$ cat config.mk
export PLATFORM = sky130hd
export DESIGN_NAME = button_event_queue
export DESIGN_NICKNAME = d
export VERILOG_FILES = /design/src/hw/rtl/beq_pkg.sv /design/src/hw/rtl/button_event_queue.sv /design/src/hw/rtl/beq_ctrl.sv /design/src/hw/rtl/beq_datapath.sv
export SDC_FILE = /design/constraint.sdc
export NUM_CORES = 1
export LEC_CHECK = 0
export BUFFER_PORTS_ARGS = -buffer_cell sky130_fd_sc_hd__buf_2
export CORE_ASPECT_RATIO = 1.1
export CORE_MARGIN = 2
export CORE_UTILIZATION = 57
export DETAILED_ROUTE_END_ITERATION = 10
export GPL_ROUTABILITY_DRIVEN = 0
export PLACE_DENSITY = 0.91
export RECOVER_POWER = 100
export SETUP_SLACK_MARGIN = 0.02
export SLEW_MARGIN = 20
export SYNTH_ARGS = -nofsm -noshare
export SYNTH_HDL_FRONTEND = slang
export SYNTH_SLANG_ARGS = --single-unit
$ cat constraint.sdc
create_clock -name clk_i -period 4.6 [get_ports clk_i]
set_clock_uncertainty 0.2 [all_clocks]
set_input_delay 0.69 -clock clk_i [delete_from_list [all_inputs] [get_ports clk_i]]
set_output_delay 0.69 -clock clk_i [all_outputs]
set_load 0.05 [all_outputs]
$ cat src/hw/rtl/beq_pkg.sv
// shared types, codes and constants for the button event queue
package beq_pkg;

  // default sizes handed to the top level parameters
  localparam int unsigned NUM_BUTTONS_DEF = 4;
  localparam int unsigned QUEUE_DEPTH_DEF = 8;

  // press counter limits
  localparam logic [7:0] CNT_MAX   = 8'd250;
  localparam logic [7:0] CNT_PRESS = 8'd2;

  // configuration register
  localparam logic [7:0] LONG_PRESS_RESET = 8'd100;
  localparam logic [0:0] REG_LONG_PRESS   = 1'b0;

  // operation codes of an input transaction
  typedef enum logic [1:0] {
    OP_SAMPLE = 2'd0,
    OP_POP    = 2'd1,
    OP_PUSH   = 2'd2
  } op_e;

  // button event codes
  typedef enum logic [1:0] {
    EV_NONE    = 2'd0,
    EV_PRESS   = 2'd1,
    EV_LONG    = 2'd2,
    EV_RELEASE = 2'd3
  } ev_e;

  // controller states
  typedef enum logic [0:0] {
    ST_IDLE = 1'b0,
    ST_POP  = 1'b1
  } state_e;

  // controller to datapath commands
  typedef struct packed {
    logic step;      // input transaction accepted this cycle
    logic load_pop;  // move the registered queue read into the result
  } ctrl_cmd_t;

  // datapath to controller status
  typedef struct packed {
    logic pop_hit;   // current input is a pop on a non-empty queue
  } dp_status_t;

endpackage

$ cat src/hw/rtl/button_event_queue.sv
// top level of the button event queue: controller, datapath and register port
//
//  channel  | valid       | stall       | payload
//  ---------+-------------+-------------+----------------------------------------------
//  input    | in_valid_i  | in_stall_o  | operation, button_index, pin_level, event_base,
//           |             |             | event_value
//  result   | out_valid_o | out_stall_i | event_valid, event_code, button_event,
//           |             |             | dropped, pressed_now, queue_count
//  config   | psel/penable| pready = 1  | paddr, pwdata, prdata (long_press_ticks at 0)
//
// sample, push and unused operations have their result registered in the cycle after they are taken.
// a pop on a non-empty queue first reads the registered queue memory, then loads the result in the pop state.
// the next transaction is taken while a result waits, unless that result is stalled or a pop read is under way.
// reset clears counters, pointers and fill level at once; the queue memory is not cleared.
module button_event_queue #(
  parameter int unsigned NUM_BUTTONS = beq_pkg::NUM_BUTTONS_DEF,
  parameter int unsigned QUEUE_DEPTH = beq_pkg::QUEUE_DEPTH_DEF
) (
  input  logic        clk_i,
  input  logic        rst_ni,
  input  logic        psel,
  input  logic        penable,
  input  logic        pwrite,
  input  logic [2:0]  paddr,
  input  logic [31:0] pwdata,
  output logic [31:0] prdata,
  output logic        pready,
  input  logic        in_valid_i,
  output logic        in_stall_o,
  input  logic [1:0]  operation_i,
  input  logic [1:0]  button_index_i,
  input  logic        pin_level_i,
  input  logic [7:0]  event_base_i,
  input  logic [7:0]  event_value_i,
  output logic        out_valid_o,
  input  logic        out_stall_i,
  output logic        event_valid_o,
  output logic [7:0]  event_code_o,
  output logic [1:0]  button_event_o,
  output logic        dropped_o,
  output logic        pressed_now_o,
  output logic [3:0]  queue_count_o
);

  beq_pkg::ctrl_cmd_t  cmd;
  beq_pkg::dp_status_t status;
  logic                cfg_wr;

  // register write strobe
  assign pready = 1'b1;
  assign cfg_wr = psel && penable && pwrite && pready;

  beq_ctrl u_ctrl (
    .clk_i       (clk_i),
    .rst_ni      (rst_ni),
    .in_valid_i  (in_valid_i),
    .in_stall_o  (in_stall_o),
    .out_valid_o (out_valid_o),
    .out_stall_i (out_stall_i),
    .status_i    (status),
    .cmd_o       (cmd)
  );

  beq_datapath #(
    .NUM_BUTTONS (NUM_BUTTONS),
    .QUEUE_DEPTH (QUEUE_DEPTH)
  ) u_datapath (
    .clk_i          (clk_i),
    .rst_ni         (rst_ni),
    .cmd_i          (cmd),
    .status_o       (status),
    .cfg_wr_i       (cfg_wr),
    .cfg_addr_i     (paddr),
    .cfg_wdata_i    (pwdata),
    .cfg_rdata_o    (prdata),
    .operation_i    (operation_i),
    .button_index_i (button_index_i),
    .pin_level_i    (pin_level_i),
    .event_base_i   (event_base_i),
    .event_value_i  (event_value_i),
    .event_valid_o  (event_valid_o),
    .event_code_o   (event_code_o),
    .button_event_o (button_event_o),
    .dropped_o      (dropped_o),
    .pressed_now_o  (pressed_now_o),
    .queue_count_o  (queue_count_o)
  );

endmodule

$ cat src/hw/rtl/beq_ctrl.sv
// controller state machine: input and result handshakes, pop read sequencing
module beq_ctrl (
  input  logic                 clk_i,
  input  logic                 rst_ni,
  input  logic                 in_valid_i,
  output logic                 in_stall_o,
  output logic                 out_valid_o,
  input  logic                 out_stall_i,
  input  beq_pkg::dp_status_t  status_i,
  output beq_pkg::ctrl_cmd_t   cmd_o
);

  beq_pkg::state_e state_q, state_d;
  logic            out_valid_q, out_valid_d;
  logic            in_accept;
  logic            out_taken;

  // handshakes
  assign out_taken  = out_valid_q && !out_stall_i;
  assign in_stall_o = (state_q != beq_pkg::ST_IDLE) || (out_valid_q && out_stall_i);
  assign in_accept  = in_valid_i && !in_stall_o;

  // next state
  always_comb begin
    state_d = state_q;
    case (state_q)
      beq_pkg::ST_IDLE: begin
        if (in_accept && status_i.pop_hit) state_d = beq_pkg::ST_POP;
      end
      beq_pkg::ST_POP: begin
        state_d = beq_pkg::ST_IDLE;
      end
      default: state_d = beq_pkg::ST_IDLE;
    endcase
  end

  // outputs and result valid
  always_comb begin
    cmd_o.step     = in_accept;
    cmd_o.load_pop = (state_q == beq_pkg::ST_POP);
    out_valid_d    = out_valid_q && !out_taken;
    if (in_accept && !status_i.pop_hit) out_valid_d = 1'b1;
    if (state_q == beq_pkg::ST_POP) out_valid_d = 1'b1;
  end

  assign out_valid_o = out_valid_q;

  always_ff @(posedge clk_i or negedge rst_ni) begin
    if (!rst_ni) begin
      state_q     <= beq_pkg::ST_IDLE;
      out_valid_q <= 1'b0;
    end else begin
      state_q     <= state_d;
      out_valid_q <= out_valid_d;
    end
  end

  // the result slot is free while the queue read is pending
  a_pop_slot_free: assert property (@(posedge clk_i) disable iff (!rst_ni)
    (state_q == beq_pkg::ST_POP) |-> !out_valid_q)
    else $error("result slot busy during pop read");

  // an accepted pop on a non-empty queue goes to the read state
  a_pop_enter: assert property (@(posedge clk_i) disable iff (!rst_ni)
    (in_accept && status_i.pop_hit) |=> (state_q == beq_pkg::ST_POP))
    else $error("pop read not started");

  // the pop read always ends with a valid result
  a_pop_result: assert property (@(posedge clk_i) disable iff (!rst_ni)
    (state_q == beq_pkg::ST_POP) |=> (out_valid_q && state_q == beq_pkg::ST_IDLE))
    else $error("pop result not delivered");

endmodule

$ cat src/hw/rtl/beq_datapath.sv
// datapath: press counters, event queue memory, pointers and result register
module beq_datapath #(
  parameter int unsigned NUM_BUTTONS = beq_pkg::NUM_BUTTONS_DEF,
  parameter int unsigned QUEUE_DEPTH = beq_pkg::QUEUE_DEPTH_DEF
) (
  input  logic                 clk_i,
  input  logic                 rst_ni,
  input  beq_pkg::ctrl_cmd_t   cmd_i,
  output beq_pkg::dp_status_t  status_o,
  input  logic                 cfg_wr_i,
  input  logic [2:0]           cfg_addr_i,
  input  logic [31:0]          cfg_wdata_i,
  output logic [31:0]          cfg_rdata_o,
  input  logic [1:0]           operation_i,
  input  logic [1:0]           button_index_i,
  input  logic                 pin_level_i,
  input  logic [7:0]           event_base_i,
  input  logic [7:0]           event_value_i,
  output logic                 event_valid_o,
  output logic [7:0]           event_code_o,
  output logic [1:0]           button_event_o,
  output logic                 dropped_o,
  output logic                 pressed_now_o,
  output logic [3:0]           queue_count_o
);

  localparam int unsigned PTR_W = $clog2(QUEUE_DEPTH);
  localparam int unsigned CNT_W = $clog2(QUEUE_DEPTH + 1);

  logic [7:0]             long_press_q;
  logic [7:0]             cnt_q [NUM_BUTTONS];
  logic [7:0]             mem_q [QUEUE_DEPTH];
  logic [7:0]             rd_data_q;
  logic [PTR_W-1:0]       wp_q, rp_q, wp_next, rp_next;
  logic [CNT_W-1:0]       held_q, held_d;

  logic [NUM_BUTTONS-1:0] btn_hit;
  logic                   idx_ok;
  logic [7:0]             cur, c_inc, c_new, c_after;
  beq_pkg::ev_e           ev, bev;
  logic                   do_sample, push_req, push_ok, pop_hit, full, drop;
  logic [7:0]             push_code;

  logic                   ev_valid_q;
  logic [7:0]             code_q;
  logic [1:0]             bev_q;
  logic                   drop_q, pnow_q;
  logic [3:0]             qcnt_q;

  // configuration register
  always_ff @(posedge clk_i or negedge rst_ni) begin
    if (!rst_ni) begin
      long_press_q <= beq_pkg::LONG_PRESS_RESET;
    end else if (cfg_wr_i && cfg_addr_i[2] == beq_pkg::REG_LONG_PRESS) begin
      long_press_q <= cfg_wdata_i[7:0];
    end
  end

  assign cfg_rdata_o = (cfg_addr_i[2] == beq_pkg::REG_LONG_PRESS) ?
                       {24'd0, long_press_q} : 32'd0;

  // addressed counter select
  always_comb begin
    cur = 8'd0;
    for (int b = 0; b < NUM_BUTTONS; b++) begin
      btn_hit[b] = (5'(button_index_i) == 5'(b));
      cur        = cur | (btn_hit[b] ? cnt_q[b] : 8'd0);
    end
    idx_ok = |btn_hit;
  end

  // counter update and button event
  always_comb begin
    c_inc = (cur < beq_pkg::CNT_MAX) ? cur + 8'd1 : cur;
    c_new = cur;
    ev    = beq_pkg::EV_NONE;
    if (!pin_level_i) begin
      c_new = c_inc;
      if (c_inc == beq_pkg::CNT_PRESS) ev = beq_pkg::EV_PRESS;
      else if (c_inc == long_press_q) ev = beq_pkg::EV_LONG;
    end else if (cur == 8'd1) begin
      c_new = 8'd0;
      ev    = beq_pkg::EV_RELEASE;
    end else if (cur > 8'd1) begin
      c_new = 8'd1;
    end
  end

  // operation decode
  always_comb begin
    do_sample = 1'b0;
    push_req  = 1'b0;
    push_code = event_value_i;
    pop_hit   = 1'b0;
    case (beq_pkg::op_e'(operation_i))
      beq_pkg::OP_SAMPLE: begin
        do_sample = idx_ok;
        push_req  = idx_ok && (ev != beq_pkg::EV_NONE);
        push_code = 8'({6'd0, ev}) + event_base_i;
      end
      beq_pkg::OP_POP: begin
        pop_hit = (held_q != '0);
      end
      beq_pkg::OP_PUSH: begin
        push_req = 1'b1;
      end
      default: begin
        push_req = 1'b0;
      end
    endcase
    full    = (held_q == CNT_W'(QUEUE_DEPTH));
    push_ok = push_req && !full;
    drop    = push_req && full;
    bev     = do_sample ? ev : beq_pkg::EV_NONE;
    c_after = do_sample ? c_new : cur;
  end

  assign status_o.pop_hit = pop_hit;

  // queue pointers and fill level
  always_comb begin
    wp_next = (wp_q == PTR_W'(QUEUE_DEPTH - 1)) ? '0 : wp_q + PTR_W'(1);
    rp_next = (rp_q == PTR_W'(QUEUE_DEPTH - 1)) ? '0 : rp_q + PTR_W'(1);
    held_d  = held_q;
    if (cmd_i.step && push_ok) held_d = held_q + CNT_W'(1);
    else if (cmd_i.step && pop_hit) held_d = held_q - CNT_W'(1);
  end

  always_ff @(posedge clk_i or negedge rst_ni) begin
    if (!rst_ni) begin
      wp_q   <= '0;
      rp_q   <= '0;
      held_q <= '0;
    end else begin
      held_q <= held_d;
      if (cmd_i.step && push_ok) wp_q <= wp_next;
      if (cmd_i.step && pop_hit) rp_q <= rp_next;
    end
  end

  // press counters
  always_ff @(posedge clk_i or negedge rst_ni) begin
    if (!rst_ni) begin
      for (int b = 0; b < NUM_BUTTONS; b++) cnt_q[b] <= 8'd0;
    end else if (cmd_i.step && do_sample) begin
      for (int b = 0; b < NUM_BUTTONS; b++) begin
        if (btn_hit[b]) cnt_q[b] <= c_new;
      end
    end
  end

  // event queue memory, registered read
  always_ff @(posedge clk_i) begin
    if (cmd_i.step && push_ok) mem_q[wp_q] <= push_code;
  end

  always_ff @(posedge clk_i) begin
    if (cmd_i.step && pop_hit) rd_data_q <= mem_q[rp_q];
  end

  // result register
  always_ff @(posedge clk_i) begin
    if (cmd_i.step) begin
      ev_valid_q <= 1'b0;
      code_q     <= 8'd0;
      bev_q      <= bev;
      drop_q     <= drop;
      pnow_q     <= idx_ok && (c_after == beq_pkg::CNT_PRESS);
      qcnt_q     <= 4'(held_d);
    end else if (cmd_i.load_pop) begin
      ev_valid_q <= 1'b1;
      code_q     <= rd_data_q;
    end
  end

  assign event_valid_o  = ev_valid_q;
  assign event_code_o   = code_q;
  assign button_event_o = bev_q;
  assign dropped_o      = drop_q;
  assign pressed_now_o  = pnow_q;
  assign queue_count_o  = qcnt_q;

endmodule

# After elaboration in Yosys (flattened, before gate mapping)
# Memories as Yosys holds them, arrays and structs flattened. A register that Yosys moved wholly into a read port is not among the register bits.
# Index checks and enable logic that the tools add are counted.
# classes
addsub	6
n_mul	0
div	0
order_cmp	2
eq_ne	12
shift	0
mux	28
n_bitwise	5
reduce_logical	30
# ops
cell	count
two-way mux 8 bit	11
OR 8 bit	3
== test 8 x 2 -> 1 bit (second input constant)	2
logical AND 1 bit	15
adder 2 x 8 -> 8 bit	1
adder 8 x 1 -> 8 bit (second input constant)	1
== test 8 x 1 -> 1 bit (second input constant)	1
== test 8 bit	1
> comparator 8 x 1 -> 1 bit (second input constant)	1
< comparator 8 bit (second input constant)	1
two-way mux 2 bit	4
two-way mux 4 bit	2
AND reduction 2 bit	4
two-way mux 1 bit	7
adder 3 x 1 -> 3 bit (second input constant)	2
== test 2 bit (second input constant)	3
== test 3 bit (second input constant)	2
two-way mux 3 bit	2
zero test 1 bit	5
adder 4 x 1 -> 4 bit (second input constant)	1
== test 2 x 1 -> 1 bit (second input constant)	2
== test 4 bit (second input constant)	1
zero test 2 bit	2
case mux 1 bit (2 select lines)	2
other kinds (6)	7
# totals
register_bits	69
latch_bits	0
mem_bits_rw	64
romBits	0
inputBits	63
out_inout_bits	52
elab_cells	100
memories	1
# memory_table
memory	words	width	read_ports	rd_clocked_by_memory_dff	write_ports	line	source
u_datapath.mem_q	8	8	1	1	1	beq_datapath.sv:32	logic [7:0] mem_q [QUEUE_DEPTH];

# Longest topological paths before layout
# depth
word_depth	18
ltp_mapped	16
ltp_nobuf	14

# By module
# Synthesis repeated with hierarchy kept, for this count alone.
# hier_totals
hier_cells	499
hier_area_um2	6792.8
# modules_own_cells
mod	instances	cells_each	area_each_um2	seq_area_each_um2
beq_datapath	1	486	6675.2	3837.4
beq_ctrl	1	10	100.1	50.0
button_event_queue	1	3	17.5	0.0

# Worst setup path before layout
# No wires, ideal clock.
# synth_path
kind	in2reg
startpoint	input button_index_i[0]
endpoint	memory u_datapath.mem_q[0][7], data pin
setup_time_ns	0.224
t_arrival_ns	4.274
t_required_ns	4.176
slack_ns	-0.098
path_stages	15
path_buffers	2
cell_sequence	buf_6 > mux4_2 > buf_6 > ha_1 > nand2_1 > nor2_1 > a211o_1 > or3b_1 > or4_4 > a21oi_2 > ha_1 > a21o_1 > and4_1 > xnor2_1 > a21oi_1
# synth_via
elab_chain_len	13
word_cells_on_any_way	23
cone_classes	2 x add/sub; 1 x order compare; 6 x eq/ne; 10 x mux; 3 x bitwise; 1 x reduce/logical
# synth_rtl
element	line	source
start, declared	button_event_queue.sv:31	input logic [1:0] button_index_i,
== test 2 x 1 -> 1 bit or zero test 2 bit (tied branches)	beq_datapath.sv:66	btn_hit[b] = (5'(button_index_i) == 5'(b));
two-way mux 8 bit	beq_datapath.sv:67	cur = cur | (btn_hit[b] ? cnt_q[b] : 8'd0);
OR 8 bit (2 in series)	beq_datapath.sv:67	
OR 8 bit *	beq_datapath.sv:67	
adder 8 x 1 -> 8 bit or < comparator 8 bit (tied branches)	beq_datapath.sv:74	c_inc = (cur < beq_pkg::CNT_MAX) ? cur + 8'd1 : cur;
two-way mux 8 bit	beq_datapath.sv:74	
== test 8 bit	beq_datapath.sv:80	else if (c_inc == long_press_q) ev = beq_pkg::EV_LONG;
two-way mux 2 bit	beq_datapath.sv:80	
two-way mux 2 bit	beq_datapath.sv:79	if (c_inc == beq_pkg::CNT_PRESS) ev = beq_pkg::EV_PRESS;
two-way mux 2 bit *	beq_datapath.sv:77	if (!pin_level_i) begin
via u_datapath.ev[1]	beq_datapath.sv:40	beq_pkg::ev_e ev, bev;
adder 2 x 8 -> 8 bit *	beq_datapath.sv:99	push_code = 8'({6'd0, ev}) + event_base_i;
two-way mux 8 bit *	beq_datapath.sv:95	case (beq_pkg::op_e'(operation_i))
via u_datapath.push_code[7]	beq_datapath.sv:42	logic [7:0] push_code;
end, declared	beq_datapath.sv:32	
# Mark *: on every way through the listed nets, which the timed path passes. The rest lies on a longest branch.

# Worst setup path after layout
# layout_path
startpoint	input button_index_i[0]
endpoint	memory u_datapath.mem_q[1][5], data pin
# Same word-level chain as after synthesis.

==> impl_summary.md <==
Synthesis
The number of warnings issued by yosys is 0. Yosys instantiated no cell more often than edfxtp_1. After technology mapping, the gate count stands at 519. Summing every instance area after synthesis gives 6960 sq um. By area the synthesized netlist is led by edfxtp_1 (35%), dfrtp_1 (18%), mux2_2 (7.6%).

The dominant register cell in the synthesized netlist is edfxtp_1. The async set-or-reset flop fraction in the synthesized netlist is 36.9%. The cell taking the most area after synthesis is edfxtp_1. Sorting the synthesized cells by how often they occur yields edfxtp_1 (80), dfrtp_1 (49), mux2_2 (47). Synthesis inferred 141 register bits. The average instance area after synthesis is 13.4 sq um. The count of flip-flops with a built-in enable after synthesis is 80. Sequential elements use 55.8% of the synthesized area. Counting distinct cell types in the post-synthesis netlist gives 71.

Of the post-synthesis cell area, the dominant cell type holds 34.5%.

Min path
The path class of the tightest hold or removal check is reg -> reg. The endpoint with the worst hold slack is u_datapath.event_valid_o. The number of cells on the worst hold path is 2. The startpoint identified for the worst hold timing path is u_datapath.event_valid_o.

Final layout
The relative area change from synthesis to final layout is 19.3%. The number of nets in the layout is 712. The number of antenna cells inserted is 0. Of the cells placed in the final design, the portion with a size suffix greater than 1 is 30.6%.

Power and ir drop
For this design the static power due to leakage is 3.34 nW. The total power density per cell area is 511 nW/um^2. The maximum ir drop on the vdd rail is 0.349 mV.

Setup path
The slowest library cell on the worst path is or4_4. The library cell appearing most often on the critical path is buf_4. The length in cells of the worst reg-to-reg path is 15.

In this design, the largest share of critical-path delay is due to simple AND/OR/NAND/NOR gates. The path type of the worst setup path is in -> reg. The nature of the critical path startpoint is a primary input. The arrival time of the worst setup path is 4.44 ns. The end of the worst register-to-register path is u_datapath.mem_q[1][5]. The sort of element at the end of the critical path is a flop. Walking the worst path, the cells encountered are buf_6 > mux4_1 > buf_4 > and2_1 > o221ai_1 > a211o_1 > or3b_1 > or4_4 > a21oi_4 > ha_1 > a21o_1 > nand2_1 > buf_4 > nor2_1 > xnor2_1 > a21oi_2 > buf_4. The register-to-register setup slack is 0.21 ns. At the worst endpoint, the required time is 4.57 ns. The delay of the slowest cell on the worst path is 0.57 ns.

The startpoint identified for the worst register-to-register timing path is u_datapath.cnt_q[1]. The maximum fanout count along the critical path is 12. Together, buffers and inverters on the worst path number 4.

Die
The total number of placement rows is 42. The die covers 13,100 sq um. The height of the die is 120 um.

Once the floorplan was initialized, standard cells occupied 58.1% of the core. The core region is 12,000 sq um. The horizontal extent of the die is 109 um. The number of primary I/O pins is 115.

Clock tree
The number of buffers created by CTS is 17. The number of H-tree branching levels is 4. After clock tree synthesis, the flow added hold-fix buffers numbering 0. The clock tree from TritonCTS is yes.

The clock latency reported for the late side of the worst-skew pair is 0.42 ns. After clock tree synthesis, the clock-pin slew on the worst setup and hold paths is 0.06 ns. The library cell used as clock root buffer is clkbuf_16.

The number of sinks driven by the clock tree is 141. The clock passes through at most 2 buffers.

Timing
The maximum achievable frequency is 224 MHz. Setup repair after global routing could not meet its margin everywhere. The number of max-slew violations in the final report was 53. In the final timing run, aggregate negative setup slack is 0 ns. The slew at the pin closest to its max-slew limit is 2.75 ns. Setup violations remaining at the end of the flow were counted as 0. The final hold violation count is 0. Subtracting the final worst setup slack from the clock period gives 4.47 ns. The relative slew slack is -83.4%. The share of the cycle needed by the critical path after routing is 97.2%. The worst hold margin is 0.276 ns.

Drt
The remaining antenna violation count is 0. For this run, the detailed router's first-pass iteration total came to 5. For this block, the initial DRC count from the detailed router was 545.

Dividing the detail-routed via count by the number of cells gives 6.14. After detailed routing, the total wire length is 16,700 um. In the final routed layout, each cell accounts on average for 20.7 um. Across all layers, the routed design uses 4,938 vias. In the routed design, unresolved DRC markers number 0.

Global routing
The remaining global-route overflow is 0. The number of antenna violations at the first check in global routing is 0. The number of global-route vias before repair is 5,051. The first-pass GRT wire length is 26,700 um. The aggregate global-route resource usage is 27.5%. Entering global routing, the biggest net connects 53 pins.

Job
Across the run, the number of max-cap violations was 1.

Outcome
The checks that failed: max-capacitance violations, max-slew violations. The run finished, with violations left.

Place
The number of input and output port buffers inserted is 63. The placed wire-length estimate is 10,900 um.
[worst min-delay path: stages (launching register included)]
cell     delay [ns]
dfxtp_1        0.32
nor2_1         0.05
nor2_1         0.07
[state kept, by name, indices dropped and copies added (netlist names)]
register,flops
u_ctrl.out_valid_o,1
u_ctrl.state_q,1
u_datapath.button_event_o,2
u_datapath.cnt_q,32
u_datapath.dropped_o,1
u_datapath.event_code_o,8
u_datapath.event_valid_o,1
u_datapath.held_q,4
u_datapath.long_press_q,8
u_datapath.mem_q,64
u_datapath.pressed_now_o,1
u_datapath.queue_count_o,4
u_datapath.rd_data_q,8
u_datapath.rp_q,3
u_datapath.wp_q,3
[cells in the final DEF, fill, tap and decap left out, types with 18 or more instances in the layout]
cell       instances
nor2_1            41
clkbuf_16         18
conb_1            25
buf_2             33
buf_4             42
nand2_1           18
edfxtp_1          80
mux4_2            23
clkbuf_1          39
mux2_2            39
dfrtp_1           49
[logic make-up after synthesis]
| kind of cell | after synthesis | synth area share, % |
|---|---|---|
| other | 2 | 0.108 |
| buffers and inverters | 61 | 5.16 |
| adders and majority gates | 12 | 2.26 |
| xor gates and xnor gates | 16 | 2.43 |
| AOI/OAI and AO/OA | 66 | 6.31 |
| and+or+nand+nor | 138 | 10.6 |
| DFF | 141 | 55.8 |
| muxes | 83 | 17.3 |
[layer usage]
layer | GRT usage, % | part of all wire (%) | vias to the layer above | wire [um]
met5 | 0 | 0 | - | 0
met4 | 13.6 | 4.3 | 0 | 710
met3 | 7.22 | 8.2 | 74 | 1370
met2 | 44.7 | 50 | 294 | 8340
met1 | 33.8 | 37 | 2426 | 6250
li1 | - | - | 2144 | -
[report_power, final]
part / internal [mW] / switching [mW] / leakage (nW) / total, mW
clock: 0.916 / 0.511 / 0.307 / 1.43
combinational: 0.508 / 0.627 / 1.58 / 1.13
sequential: 1.50 / 0.184 / 1.46 / 1.69
[repair_timing]
item	4_1_cts	5_1_grt
resized for setup	5	7
setup buffers	0	1
gates cloned	0	0
endpoints found under the setup margin	48	32
pin swaps	0	1
[per-stage QoR]
step	area (sq um)	util, %	instances	total power, mW	worst slack (ns)
3_3_place_gp	7710	64.3	771	2.72	-0.315
6_report	8310	69.3	804	4.25	0.130
2_1_floorplan	7070	-	542	2.47	0.0577
3_5_place_dp	7710	64.3	771	2.80	-0.499
5_1_grt	8310	69.3	804	4.43	0.00901
4_1_cts	8350	69.7	803	4.26	0.0322
[worst max-delay path by stage]
stage / start / endpoint / slack (ns) / cells after the start
2_1_floorplan: button_index_i[0] / u_datapath.mem_q[0][7] / 0.06 / 15
3_3_place_gp: button_index_i[0] / u_datapath.mem_q[0][3] / -0.32 / 14
3_5_place_dp: button_index_i[0] / u_datapath.mem_q[3][2] / -0.50 / 14
4_1_cts: button_index_i[0] / u_datapath.mem_q[1][2] / 0.03 / 14
5_1_grt: button_index_i[0] / u_datapath.mem_q[4][5] / 0.009 / 17
6_report: button_index_i[0] / u_datapath.mem_q[1][5] / 0.13 / 17
[final cells by class]
cell class | count | area, sq um
flip-flops and latches | 141 | 3890
inverters | 15 | 56.3
clock inverters | 9 | 131
multi-input cells | 340 | 2870
well taps | 154 | 193
clock buffers | 23 | 489
repair buffers | 122 | 682
fillers | 777 | 3680
Note: power is estimated with default switching activity, not from simulation.
